`src/design/ris_pkg.sv`:
```
// ----------------------------------------------------------------------------
// ris_pkg
// Shared types and constants for the rotated immediate splitter.
// ----------------------------------------------------------------------------
`default_nettype none

package ris_pkg;

	// Data-processing opcodes with special handling
	localparam logic [3:0] OP_TST = 4'h8;
	localparam logic [3:0] OP_TEQ = 4'h9;
	localparam logic [3:0] OP_ORR = 4'hc;
	localparam logic [3:0] OP_MOV = 4'hd;

	// Bits 27..25 of an immediate-form data-processing word
	localparam logic [2:0] IMM_FORM = 3'b001;

	localparam int MAX_WORDS  = 4;
	localparam int CNT_W      = $clog2(MAX_WORDS + 1);
	localparam int IDX_W      = $clog2(MAX_WORDS);
	localparam int NUM_STAGES = MAX_WORDS;

	// State of one item as it moves down the chunk pipeline
	typedef struct packed {
		logic [3:0]                  condition;
		logic                        set_flags;
		logic [3:0]                  opcode;
		logic [3:0]                  reg_number;
		logic [3:0]                  rn;
		logic [3:0]                  rd;
		logic [3:0]                  rot;
		logic [31:0]                 value;
		logic [CNT_W-1:0]            count;
		logic [MAX_WORDS-1:0][31:0]  words;
	} stage_t;

endpackage

`default_nettype wire

```
`src/design/ris_cmd_if.sv`:
```
// ----------------------------------------------------------------------------
// ris_cmd_if
// Input channel: one split request per item.
// ----------------------------------------------------------------------------
`default_nettype none

interface ris_cmd_if;
	logic        valid;
	logic        ready;
	logic [3:0]  condition;
	logic        set_flags;
	logic [3:0]  opcode;
	logic [3:0]  reg_number;
	logic [31:0] immediate;

	modport source (
		output valid, condition, set_flags, opcode, reg_number, immediate,
		input  ready
	);
	modport sink (
		input  valid, condition, set_flags, opcode, reg_number, immediate,
		output ready
	);
endinterface

`default_nettype wire

```
`src/design/ris_word_if.sv`:
```
// ----------------------------------------------------------------------------
// ris_word_if
// Output channel: one encoded instruction word per item.
// ----------------------------------------------------------------------------
`default_nettype none

interface ris_word_if;
	logic        valid;
	logic        ready;
	logic [31:0] insn_word;
	logic        last;

	modport source (
		output valid, insn_word, last,
		input  ready
	);
	modport sink (
		input  valid, insn_word, last,
		output ready
	);
endinterface

`default_nettype wire

```
`src/design/ris_chunk_stage.sv`:
```
// ----------------------------------------------------------------------------
// ris_chunk_stage
// One pipeline stage: skip zero pairs, encode one word, consume a byte.
// ----------------------------------------------------------------------------
`default_nettype none

module ris_chunk_stage (
	input  wire logic           clk,
	input  wire logic           arst_n,
	input  wire logic           in_valid,
	output logic                in_ready,
	input  wire ris_pkg::stage_t in_data,
	output logic                out_valid,
	input  wire logic           out_ready,
	output ris_pkg::stage_t     out_data
);

	logic              valid_s1;
	ris_pkg::stage_t   data_s1;
	ris_pkg::stage_t   nxt;
	logic [3:0]        pair_idx;
	logic [31:0]       shifted;
	logic [3:0]        rot_adj;
	logic              emit;
	logic [31:0]       word;

	// lowest nonzero bit pair; zero when the value is zero
	always_comb begin
		pair_idx = '0;
		for (int i = 15; i >= 0; i--) begin
			if (in_data.value[2*i +: 2] != 2'b00) begin
				pair_idx = 4'(i);
			end
		end
	end

	assign shifted = in_data.value >> {pair_idx, 1'b0};
	assign rot_adj = in_data.rot - pair_idx;
	assign emit    = (in_data.value != '0) || (in_data.opcode == ris_pkg::OP_MOV);
	assign word    = {in_data.condition, ris_pkg::IMM_FORM, in_data.opcode,
		in_data.set_flags, in_data.rn, in_data.rd, rot_adj, shifted[7:0]};

	always_comb begin
		nxt = in_data;
		if (emit) begin
			nxt.words[in_data.count[ris_pkg::IDX_W-1:0]] = word;
			nxt.count = in_data.count + 1'b1;
			nxt.value = shifted >> 8;
			nxt.rot   = rot_adj - 4'd4;
			if (in_data.opcode == ris_pkg::OP_MOV) begin
				nxt.opcode = ris_pkg::OP_ORR;
				nxt.rn     = in_data.reg_number;
			end
		end
	end

	assign in_ready  = !valid_s1 || out_ready;
	assign out_valid = valid_s1;
	assign out_data  = data_s1;

	always_ff @(posedge clk or negedge arst_n) begin
		if (!arst_n) begin
			valid_s1 <= 1'b0;
		end else if (in_ready) begin
			valid_s1 <= in_valid;
		end
	end

	always_ff @(posedge clk) begin
		if (in_ready && in_valid) begin
			data_s1 <= nxt;
		end
	end

endmodule

`default_nettype wire

```
`src/design/ris_serializer.sv`:
```
// ----------------------------------------------------------------------------
// ris_serializer
// Hold the finished words of one item and hand them out one per cycle while word is ready.
// ----------------------------------------------------------------------------
`default_nettype none

module ris_serializer (
	input  wire logic            clk,
	input  wire logic            arst_n,
	input  wire logic            in_valid,
	output logic                 in_ready,
	input  wire ris_pkg::stage_t in_data,
	ris_word_if.source           word
);

	logic [ris_pkg::CNT_W-1:0]              cnt_q;
	logic [ris_pkg::IDX_W-1:0]              idx_q;
	logic [ris_pkg::MAX_WORDS-1:0][31:0]    words_q;
	logic                                   is_last;
	logic                                   fire;
	logic                                   load;

	assign is_last = ({1'b0, idx_q} + 1'b1) == cnt_q;
	assign fire    = word.valid && word.ready;
	assign in_ready = (cnt_q == '0) || (word.ready && is_last);
	assign load    = in_valid && in_ready;

	assign word.valid     = cnt_q != '0;
	assign word.insn_word = words_q[idx_q];
	assign word.last      = is_last;

	always_ff @(posedge clk or negedge arst_n) begin
		if (!arst_n) begin
			cnt_q <= '0;
			idx_q <= '0;
		end else if (load) begin
			cnt_q <= in_data.count;
			idx_q <= '0;
		end else if (fire && is_last) begin
			cnt_q <= '0;
		end else if (fire) begin
			idx_q <= idx_q + 1'b1;
		end
	end

	always_ff @(posedge clk) begin
		if (load) begin
			words_q <= in_data.words;
		end
	end

endmodule

`default_nettype wire

```
`src/design/rotated_immediate_splitter_top.sv`:
```
// ----------------------------------------------------------------------------
// rotated_immediate_splitter_top
// Split a 32-bit constant into ARM data-processing words with rotated
// 8-bit immediates.
// ----------------------------------------------------------------------------
// Each request on cmd carries a condition, S bit, opcode, register and a
// 32-bit constant. The block emits on word one encoded instruction per 8-bit
// chunk of the constant, scanning from the low end and skipping pairs of zero
// bits; last marks the final word of a request. MOV always yields at least one
// word (first operand cleared) and its further words become ORR on the same
// register; TST/TEQ clear the destination; any other opcode with a zero
// constant yields no word at all. Four chunk stages, one per possible word,
// compute all words of a request; a new request may enter every cycle while no
// stage is stalled. The first word leaves the serializer register behind the
// four chunk stage registers. The output then delivers one word per cycle while
// word is ready, one to four per request, and takes a new request only with the
// last word of the old one, so that output register sets the sustained rate.
// ----------------------------------------------------------------------------
`default_nettype none

module rotated_immediate_splitter_top (
	input  wire logic clk,
	input  wire logic arst_n,
	ris_cmd_if.sink   cmd,
	ris_word_if.source word
);

	localparam int N = ris_pkg::NUM_STAGES;

	// Stage boundaries: index 0 is the request, index N feeds the serializer
	ris_pkg::stage_t chain_data  [N+1];
	logic            chain_valid [N+1];
	logic            chain_ready [N+1];

	// Seed the pipeline: MOV clears rn, TST/TEQ clear rd, rotate starts at zero
	always_comb begin
		chain_data[0]            = '0;
		chain_data[0].condition  = cmd.condition;
		chain_data[0].set_flags  = cmd.set_flags;
		chain_data[0].opcode     = cmd.opcode;
		chain_data[0].reg_number = cmd.reg_number;
		chain_data[0].rn         = cmd.reg_number;
		chain_data[0].rd         = cmd.reg_number;
		chain_data[0].value      = cmd.immediate;
		if (cmd.opcode == ris_pkg::OP_MOV) begin
			chain_data[0].rn = '0;
		end else if (cmd.opcode == ris_pkg::OP_TST || cmd.opcode == ris_pkg::OP_TEQ) begin
			chain_data[0].rd = '0;
		end
	end

	assign chain_valid[0] = cmd.valid;
	assign cmd.ready      = chain_ready[0];

	// One stage per possible word; each consumes at most one chunk
	for (genvar k = 0; k < N; k++) begin : g_stage
		ris_chunk_stage u_stage (
			.clk       (clk),
			.arst_n    (arst_n),
			.in_valid  (chain_valid[k]),
			.in_ready  (chain_ready[k]),
			.in_data   (chain_data[k]),
			.out_valid (chain_valid[k+1]),
			.out_ready (chain_ready[k+1]),
			.out_data  (chain_data[k+1])
		);
	end

	// Hand out the finished words of one item at a time; drop empty items
	ris_serializer u_serializer (
		.clk      (clk),
		.arst_n   (arst_n),
		.in_valid (chain_valid[N]),
		.in_ready (chain_ready[N]),
		.in_data  (chain_data[N]),
		.word     (word)
	);

endmodule

`default_nettype wire

```
`src/flat_wrapper.sv`:
```
// flat-port wrapper written by rule: the top's interface ports become plain ports
module rotated_immediate_splitter_top_flat 
  (clk, arst_n, cmd_valid, cmd_condition, cmd_set_flags, cmd_opcode, cmd_reg_number, cmd_immediate, cmd_ready, word_valid, word_insn_word, word_last, word_ready);
  ris_cmd_if cmd_i ();
  ris_word_if word_i ();
  input  wire logic clk;
  input  wire logic arst_n;
  input wire logic [$bits(cmd_i.valid)-1:0] cmd_valid;
  input wire logic [$bits(cmd_i.condition)-1:0] cmd_condition;
  input wire logic [$bits(cmd_i.set_flags)-1:0] cmd_set_flags;
  input wire logic [$bits(cmd_i.opcode)-1:0] cmd_opcode;
  input wire logic [$bits(cmd_i.reg_number)-1:0] cmd_reg_number;
  input wire logic [$bits(cmd_i.immediate)-1:0] cmd_immediate;
  output wire logic [$bits(cmd_i.ready)-1:0] cmd_ready;
  output wire logic [$bits(word_i.valid)-1:0] word_valid;
  output wire logic [$bits(word_i.insn_word)-1:0] word_insn_word;
  output wire logic [$bits(word_i.last)-1:0] word_last;
  input wire logic [$bits(word_i.ready)-1:0] word_ready;
  assign cmd_i.valid = cmd_valid;
  assign cmd_i.condition = cmd_condition;
  assign cmd_i.set_flags = cmd_set_flags;
  assign cmd_i.opcode = cmd_opcode;
  assign cmd_i.reg_number = cmd_reg_number;
  assign cmd_i.immediate = cmd_immediate;
  assign cmd_ready = cmd_i.ready;
  assign word_valid = word_i.valid;
  assign word_insn_word = word_i.insn_word;
  assign word_last = word_i.last;
  assign word_i.ready = word_ready;
  rotated_immediate_splitter_top u_core (.clk(clk), .arst_n(arst_n), .cmd(cmd_i), .word(word_i));
endmodule
```
`config.mk`:
```
export PLATFORM = sky130hd
export DESIGN_NAME = rotated_immediate_splitter_top_flat
export DESIGN_NICKNAME = d
export VERILOG_FILES = /design/src/design/ris_pkg.sv /design/src/design/ris_cmd_if.sv /design/src/design/ris_word_if.sv /design/src/design/ris_chunk_stage.sv /design/src/design/ris_serializer.sv /design/src/design/rotated_immediate_splitter_top.sv /design/src/flat_wrapper.sv
export SDC_FILE = /design/constraint.sdc
export NUM_CORES = 1
export LEC_CHECK = 0
export BUFFER_PORTS_ARGS = -buffer_cell sky130_fd_sc_hd__buf_2
export CORE_AREA = 2 2 262 290
export CTS_CLUSTER_SIZE = 10
export DETAILED_ROUTE_END_ITERATION = 10
export DIE_AREA = 0 0 264 292
export PLACE_DENSITY = 0.58
export SYNTH_ARGS = -nofsm -noshare
export SYNTH_HDL_FRONTEND = slang
export SYNTH_SLANG_ARGS = --single-unit
```
`constraint.sdc`:
```
create_clock -name clk -period 11.2 [get_ports clk]
set_input_delay 2.8 -clock clk [delete_from_list [all_inputs] [get_ports clk]]
set_output_delay 2.8 -clock clk [all_outputs]
set_load 0.005 [all_outputs]
```
==> Word level (Yosys, flattened, before mapping) <==
Index checks and enable logic that the tools add are counted.
{ "totals": {"ff_bits": 828, "input_bits": 49, "output_inout_bits": 35, "word_cells": 285} }
{ "classes": {"n_addsub": 12, "order_cmp": 7, "eq_ne": 8, "shifts": 4, "muxes": 99, "reduce_logical": 98} }
{ "ops": {"columns": ["cell", "count"], "rows": [
  ["128-bit bitwise mux", 3],
  ["167-bit two-way mux", 2],
  ["4-bit two-way mux", 79],
  ["32-bit demux with 2-bit select", 3],
  ["155-bit two-way mux", 1],
  ["2-bit nonzero test", 66],
  ["131-bit two-way mux", 1],
  ["32-bit two-way mux", 4],
  ["32-bit nonzero test", 4],
  ["32-bit by 5-bit >> shifter with 32-bit output", 3],
  ["32-bit binary-select mux with 2-bit select", 1],
  ["32-bit by 5-bit >> shifter with 8-bit output", 1],
  ["4-bit equality test, second input constant", 6],
  ["2-bit by 3-bit < comparator with 1-bit output, second input constant", 4],
  ["4-bit by 3-bit subtractor with 4-bit output, second input constant", 3],
  ["4-bit subtractor", 3],
  ["1-bit logical AND", 11],
  ["1-bit logical OR", 10],
  ["3-bit by 1-bit adder with 3-bit output, second input constant", 3],
  ["2-bit by 1-bit greater-or-equal comparator with 1-bit output, second input constant", 3],
  ["2-bit two-way mux", 3],
  ["3-bit two-way mux", 2],
  ["1-bit logical NOT", 4],
  ["1-bit by 4-bit subtractor with 4-bit output, first input constant", 1],
  ["other kinds (7)", 7]
]} }

==> Depth between registers and ports, before layout <==
Gate-level depths: netlist of the first run.
{ "logic_depth": {"ltp_word": 20, "ltp_mapped": 15} }

==> Hierarchy <==
Synthesis of the first run repeated with hierarchy kept, for this count alone.
{ "hier_totals": {"hier_cells": 3484, "area_unflattened_um2": 41716.3} }
{ "modules_own_cells": {"columns": ["module", "instances", "cells_per_inst", "area_each_um2", "seq_area_each_um2"], "rows": [
  ["ris_chunk_stage (u_core.g_stage[1].u_stage ...)", 2, 849, 9180.1, 5670.4],
  ["ris_chunk_stage (u_core.g_stage[0].u_stage)", 1, 857, 9182.6, 5670.4],
  ["ris_chunk_stage (u_core.g_stage[3].u_stage)", 1, 704, 9061.2, 5670.4],
  ["ris_serializer", 1, 214, 5037.3, 3968.8],
  ["rotated_immediate_splitter_top", 1, 11, 75.1, 0.0]
]} }

==> Worst setup path before layout of the first run <==
No wires, ideal clock.
{ "synth_path": {"kind": "input-to-reg", "start": "in word_ready", "end": "reg u_core.g_stage[1].u_stage.data_s1, in the netlist u_core.g_stage[1].u_stage.out_data[0], enable pin", "t_arrival_ps": 9089, "required_ps": 10535, "setup_slack_ps": 1446, "path_stages": 3, "cell_sequence": "a21oi_1 > and2_0 > a31oi_1"} }
{ "synth_via": {"elab_chain_cells": 6} }
{ "synth_lines": {"columns": ["item", "line_no", "text"], "rows": [
  ["start: declaration", "flat_wrapper.sv:18", "input wire logic [$bits(word_i.ready)-1:0] word_ready;"],
  ["1-bit logical AND", "ris_serializer.sv:25", "assign in_ready = (cnt_q == '0) || (word.ready && is_last);"],
  ["1-bit logical OR", "ris_serializer.sv:25", null],
  ["1-bit logical OR (3 in a row)", "ris_chunk_stage.sv:57", "assign in_ready = !valid_s1 || out_ready;"],
  ["1-bit logical AND", "ris_chunk_stage.sv:70", "if (in_ready && in_valid) begin"],
  ["end signal: assignment", "ris_chunk_stage.sv:71", "data_s1 <= nxt;"],
  ["end: declaration", "ris_chunk_stage.sv:19", "ris_pkg::stage_t data_s1;"]
]} }
Every way passes these cells.
A chain may end at the register's enable or synchronous reset.

==> Final worst setup path of the first run <==
{ "layout_path": {"start": "in word_ready", "end": "out cmd_ready"} }
{ "layout_via": {"elab_chain_cells": 6} }
{ "layout_lines": {"columns": ["item", "line_no", "text"], "rows": [
  ["1-bit logical AND", "ris_serializer.sv:25", null],
  ["1-bit logical OR", "ris_serializer.sv:25", null],
  ["1-bit logical OR (4 in a row)", "ris_chunk_stage.sv:57", null],
  ["end: declaration", "flat_wrapper.sv:14", "output wire logic [$bits(cmd_i.ready)-1:0] cmd_ready;"]
]} }
Every way passes these cells.

==> flow_summary.json, run 1 <==
{
  "cts_hold_repair.buffers": 0,
  "synth_top_family_by_area": "simple AND/OR/NAND/NOR gates",
  "synth-seq-cells": 630,
  "critPathMaxStageDelay_ns": 0.48,
  "vdd_drop_max_uv": 243,
  "maxCapViolCount": 0,
  "antenna_left": 0,
  "drt_iter0_drc": 1534,
  "routed-wl-met2_um": 33400,
  "cpMostUsedCell": "buf_2",
  "port_buffers": 81,
  "gp_congestion": 0.923,
  "hold_path_class": "flip-flop to flip-flop",
  "cp_slowest_cell": "and2_0",
  "initial_utilization_pct": 39.7,
  "ys_top_cells_by_area": "edfxtp_1 (63%), nand2_1 (7.0%), mux2i_1 (3.8%)",
  "grt_first_pass_wirelength_um": 112000,
  "synthDistinctLibCells": 86,
  "yosysWarnings": 0,
  "path_max_fanout": 6,
  "dr_wl_met3_um": 3420,
  "ys_seq_area_share_pct": 64.2,
  "drt-total-wl_um": 71900,
  "max_freq_ghz": 0.143,
  "met1_length_um": 32800,
  "dieArea_um2": 77100,
  "fin_crit_ns": 7.00,
  "clk_latency_ns": 0.62,
  "synth_top_area_share_pct": 63.4,
  "syn_inst": 2403,
  "cts_root_buf": "clkbuf_16",
  "hpwl_um": 50700,
  "switching_share_pct": 36.7,
  "wire_per_inst_um": 20.7,
  "first_global_vias": 18689,
  "cts_setup_buffers": 0,
  "io_pins": 84,
  "std_cell_rows": 105,
  "overflow": 0,
  "drc": 0,
  "p_int_mw": 7.12,
  "top_layer": "met4",
  "worstSetupStartpointType": "primary input",
  "path_clk_slew_ns": 0.05,
  "seq_power_share_pct": 47.1,
  "clockBufferDepth": 3,
  "arrival_ns": 4.20,
  "p_leak_nw": 12.3,
  "holdPathStages": 0,
  "areaGrowthSynthToFinish_pct": 12.2,
  "drtPass1Iterations": 5,
  "synth_fa_ha_area_share_pct": 1.18,
  "crit_path_cell_trace": "buf_2 -> a21oi_1 -> and2_0 -> nand4_1 -> buf_2",
  "drive_above_1_share_pct": 12.5,
  "synth_area_um2": 29400,
  "die_x_um": 264,
  "numCtsBuffers": 75,
  "powerDensity_nw_per_um2": 341,
  "synth_ff_type": "edfxtp_1",
  "synthMuxAreaShare_pct": 7.57,
  "status": "finished clean",
  "end_kind": "output pin",
  "final_common_cell": "edfxtp_1",
  "avgSynthCellArea_um2": 12.2,
  "critPathRequiredTime_ns": 8.40,
  "layout_common_cells": "edfxtp_1 (621), nand2_1 (549), nor2_1 (164)",
  "tightest_slew_ns": 1.19,
  "cts_tree": "built",
  "die_h_um": 292,
  "crit_type": "primary input to output pin",
  "synth-simple-area-share_pct": 14.5,
  "drv_slew": 0,
  "grt_usage_pct": 18.6,
  "ff2ff_path_depth": 9,
  "ys_async_sr_fraction_pct": 1.43,
  "fin_tns_setup_ns": 0,
  "htree_levels": 3,
  "grt_start_max_net_pins": 89,
  "post_cts_resized": 0,
  "fin_util_pct": 44.5,
  "core_um2": 74100,
  "pwr-share-clk_pct": 19.3,
  "fin_crit_sh_pct": 62.5,
  "vias_per_cell": 5.46,
  "fin_nets": 2559,
  "setup_violations": 0,
  "max-slew-margin-rel_pct": 20.2,
  "skew_ns": 0.0266,
  "pwr-share-comb_pct": 33.6,
  "antenna_found_initial": 1,
  "synth_edf_count": 621,
  "grt_setup_unrepaired": "false",
  "power.net_switching_mw": 4.13,
  "finalHoldViolations": 0,
  "cts.sinks": 630,
  "synth_xor_xnor_area_share_pct": 0.566,
  "yosys.area.top_type": "edfxtp_1",
  "synth-compound-area-share_pct": 9.54,
  "num_vias": 18978
}
-- critical path: cells and delay by family --
| kind | cells | cell delay (ns) |
|---|---|---|
| buf+inv | 2 | 0.29 |
| compound gates | 1 | 0.42 |
| simple gates | 2 | 0.69 |
-- area by class of cell --
class	instances	area, um2
Fill cell	6779	41100
Tap cell	963	1200
Multi-Input combinational cell	1624	9940
Clock inverter	11	161
Timing Repair Buffer	111	631
Antenna cell	1	2.50
Clock buffer	94	1990
Sequential cell	630	18900
Inverter	42	160
-- metal layers --
metal | GRT usage [%] | vias to the layer above
met5 | 0 | -
met4 | 7.00 | 0
met3 | 2.25 | 127
met2 | 29.6 | 631
met1 | 26.1 | 9188
li1 | - | 9032
-- flip-flops by register name (all words and copies together), names as in the netlist --
| signal | cells |
|---|---|
| u_core.u_serializer.idx_q | 2 |
| u_core.u_serializer.cnt_q | 3 |
| u_core.g_stage.u_stage.out_valid | 4 |
| u_core.u_serializer.words_q | 120 |
| u_core.g_stage.u_stage.out_data | 501 |
-- Yosys cell counts (all sizes together), types with 30 or more instances --
cell type and instances:
edfxtp 621, nand2 550, nor2 168, mux2i 111
o21ai 102, clkbuf 87, a21oi 84, and3 48
and2 47, buf 45, inv 41, mux2 35
mux4 32, a211oi 30
-- metrics by stage --
step	setup WS [ns]	hold slack (ns)	std cells	cell area (um2)	power, mW
detailed placement	4.23	0.405	3370	30800	9.13
CTS	4.21	0.409	3475	33000	11.3
floorplan	1.45	0.400	2428	29500	7.96
finish	4.20	0.414	3476	33000	11.3
global placement	4.26	0.403	3370	30800	9.01
global route	4.08	0.417	3476	33000	11.9
-- cell families after synthesis --
| kind of cell | count (synthesis) |
|---|---|
| xor+xnor | 19 |
| fa+ha+maj | 26 |
| buf+inv | 174 |
| flops | 630 |
| other cells | 1 |
| simple gates | 961 |
| compound gates | 414 |
| mux | 178 |
-- final timing paths --
path / startpoint / to / slack [ns]
max reg2reg: u_core.u_serializer.idx_q[0] / u_core.g_stage[1].u_stage.out_data[161] / 6.69
max: word_ready / cmd_ready / 4.20
min reg2reg: u_core.g_stage[3].u_stage.out_data[115] / u_core.u_serializer.words_q[115] / 0.41
min in group asynchronous: arst_n / u_core.g_stage[3].u_stage.out_valid / 2.03
max in group asynchronous: arst_n / u_core.u_serializer.idx_q[0] / 8.96
min: u_core.g_stage[3].u_stage.out_data[115] / u_core.u_serializer.words_q[115] / 0.41
-- power by group through the flow --
stage	logic (mW)	clock network (mW)	registers, mW
after floorplan	2.58	0	5.38
after global placement	3.74	0	5.28
after detailed placement	3.79	0	5.34
after CTS	3.81	2.23	5.30
after global routing	4.19	2.31	5.44
final	3.78	2.17	5.30
No activity file was read; power rests on OpenSTA's default activity.
==> run 2, diff against run 1 <==
==> constraint.sdc (replaced) <==
create_clock -name clk -period 6.6 [get_ports clk]
set_input_delay 1.65 -clock clk [delete_from_list [all_inputs] [get_ports clk]]
set_output_delay 1.65 -clock clk [all_outputs]
set_load 0.005 [all_outputs]
==> run 2 against run 1 <==
Net effect: global-route usage barely moved; via count about the same; hold slack worse by 0.0023 ns; critical endpoint unchanged; critical path type is now flip-flop to output pin; clock power grew 65%; setup slack got worse by 2.7 ns.
==> flow_summary.json, run 2 (synthesis gave the netlist of run 1 again) <==
{
  "drive_above_1_share_pct": 12.6,
  "areaGrowthSynthToFinish_pct": 12.1,
  "cts_tree": "built",
  "fin_crit_ns": 5.08,
  "cts_root_buf": "clkbuf_16",
  "clockBufferDepth": 3,
  "grt_usage_pct": 18.6,
  "crit_buf_inv": 2,
  "die_h_um": 292,
  "drt_iter0_drc": 1573,
  "antenna_left": 0,
  "powerDensity_nw_per_um2": 578,
  "antenna_found_initial": 0,
  "hpwl_um": 50900,
  "status": "finished clean",
  "seq_power_share_pct": 47.2,
  "post_cts_resized": 0,
  "vdd_drop_max_uv": 424,
  "cts_hold_repair.buffers": 0,
  "fin_tns_setup_ns": 0,
  "arrival_ns": 3.43,
  "p_leak_nw": 12.2,
  "clk_latency_ns": 0.62,
  "drc": 0,
  "finalHoldViolations": 0,
  "ff2ff_path_depth": 12,
  "dieArea_um2": 77100,
  "drtPass1Iterations": 8,
  "cts_setup_buffers": 0,
  "die_x_um": 264,
  "htree_levels": 3,
  "max_freq_ghz": 0.197,
  "port_buffers": 81,
  "setup_violations": 0,
  "std_cell_rows": 105,
  "final_common_cell": "edfxtp_1",
  "ff2ff_setup_slack_ns": 2.27,
  "hold_path_class": "flip-flop to flip-flop",
  "core_um2": 74100,
  "power.net_switching_mw": 7.01,
  "holdPathStages": 0,
  "switching_share_pct": 36.8,
  "initial_utilization_pct": 39.7,
  "dpl_cell_area_um2": 30900,
  "crit_path_cell_trace": "buf_4 -> ha_1 -> xor2_1 -> nor3_1 -> a21oi_1 -> and2_0 -> nand4_1 -> buf_2",
  "drv_slew": 0,
  "grt_first_pass_wirelength_um": 112000,
  "drt-total-wl_um": 71800,
  "crit_type": "flip-flop to output pin",
  "num_vias": 18974,
  "grt_setup_unrepaired": "false",
  "fin_nets": 2562,
  "pwr-share-clk_pct": 18.9,
  "grt_start_max_net_pins": 70,
  "crit_start": "u_core.u_serializer.idx_q[0]",
  "pwr-share-comb_pct": 33.9,
  "critical_path.top_delay_family": "simple AND/OR/NAND/NOR gates",
  "maxCapViolCount": 0,
  "tightest_slew_ns": 1.21,
  "rr_endpoint": "u_core.g_stage[2].u_stage.out_data[166]",
  "io_pins": 84,
  "cts.sinks": 630,
  "critPathRequiredTime_ns": 4.95,
  "fin_area_um2": 32900,
  "max-slew-margin-rel_pct": 19.0,
  "critPathMaxStageDelay_ns": 0.56,
  "n_antenna_cell": 0,
  "vias_per_cell": 5.46,
  "largest_reg_flops": 501,
  "cp_slowest_cell": "buf_4",
  "layout_common_cells": "edfxtp_1 (621), nand2_1 (549), nor2_1 (164)",
  "reg2reg_from": "u_core.g_stage[1].u_stage.out_data[141]",
  "path_max_fanout": 34,
  "path_depth": 8,
  "path_clk_slew_ns": 0.05,
  "numCtsBuffers": 74,
  "worstSetupStartpointType": "flip-flop",
  "total_power_mw": 19.0,
  "gp_congestion": 0.931,
  "fin_hold_ws_ns": 0.411,
  "overflow": 0,
  "end_kind": "output pin",
  "fin_crit_sh_pct": 76.9,
  "p_int_mw": 12.0,
  "fill_cells": 6732,
  "first_global_vias": 18850,
  "wire_per_inst_um": 20.7,
  "skew_ns": 0.0268,
  "hold_start": "u_core.g_stage[3].u_stage.out_data[52]",
  "hold_end": "u_core.u_serializer.words_q[52]"
}
[run 2: changes by cell type in the layout (fill, tap and decap cells not counted), sizes merged]
cell    before  now
buf        111  115
bufinv       1    0
clkbuf      94   90
clkinv       8    6
diode        1    0
[run 2: worst max path at each step]
stage / endpoint / slack [ns]
2_1_floorplan: u_core.g_stage[1].u_stage.out_data[0] / 0.44
3_3_place_gp: u_core.g_stage[0].u_stage.out_data[166] / 1.85
3_5_place_dp: u_core.g_stage[0].u_stage.out_data[166] / 1.81
4_1_cts: cmd_ready / 1.42
5_1_grt: cmd_ready / 1.25
6_report: cmd_ready / 1.52
[run 2: final cells by class]
type,count,area [um2],share of cell area (%)
repair buffers,115,686,2.08
flip-flops and latches,630,18900,57.3
clock inverters,8,134,0.406
multi-input cells,1624,9940,30.2
inverters,42,160,0.486
well taps,963,1200,3.66
clock buffers,90,1940,5.90
[run 2: metrics by stage]
step,worst slack (ns),instances,utilization (%)
2_1_floorplan,0.443,2428,-
3_3_place_gp,1.85,3374,41.7
3_5_place_dp,1.81,3374,41.7
4_1_cts,1.42,3472,44.5
5_1_grt,1.25,3472,44.5
6_report,1.52,3472,44.5
[run 2: worst reg2reg max path: cells and delay by family, from the launching register on]
kind            cells  cell delay [ns]
simple gates        2             1.14
compound gates      5             0.79
xor+xnor            3             0.71
flops               1             0.52
buf+inv             1             0.48
fa+ha+maj           1             0.41
[run 2: power by group through the flow]
| stage | combinational [mW] | clock, mW | sequential (mW) |
|---|---|---|---|
| after detailed placement | 6.47 | 0 | 9.04 |
| final | 6.46 | 3.59 | 8.98 |
| after global routing | 7.13 | 3.83 | 9.21 |
| after CTS | 6.49 | 3.68 | 8.97 |
| after floorplan | 4.39 | 0 | 8.85 |
| after global placement | 6.36 | 0 | 8.94 |
[run 2: routing by layer]
layer | GRT usage [%] | up-vias | routed length (um)
met2 | 29.7 | 645 | 33500
met5 | 0 | - | 0
met1 | 26.0 | 9176 | 32600
li1 | - | 9041 | -
met4 | 6.61 | 0 | 1990
met3 | 2.45 | 112 | 3640
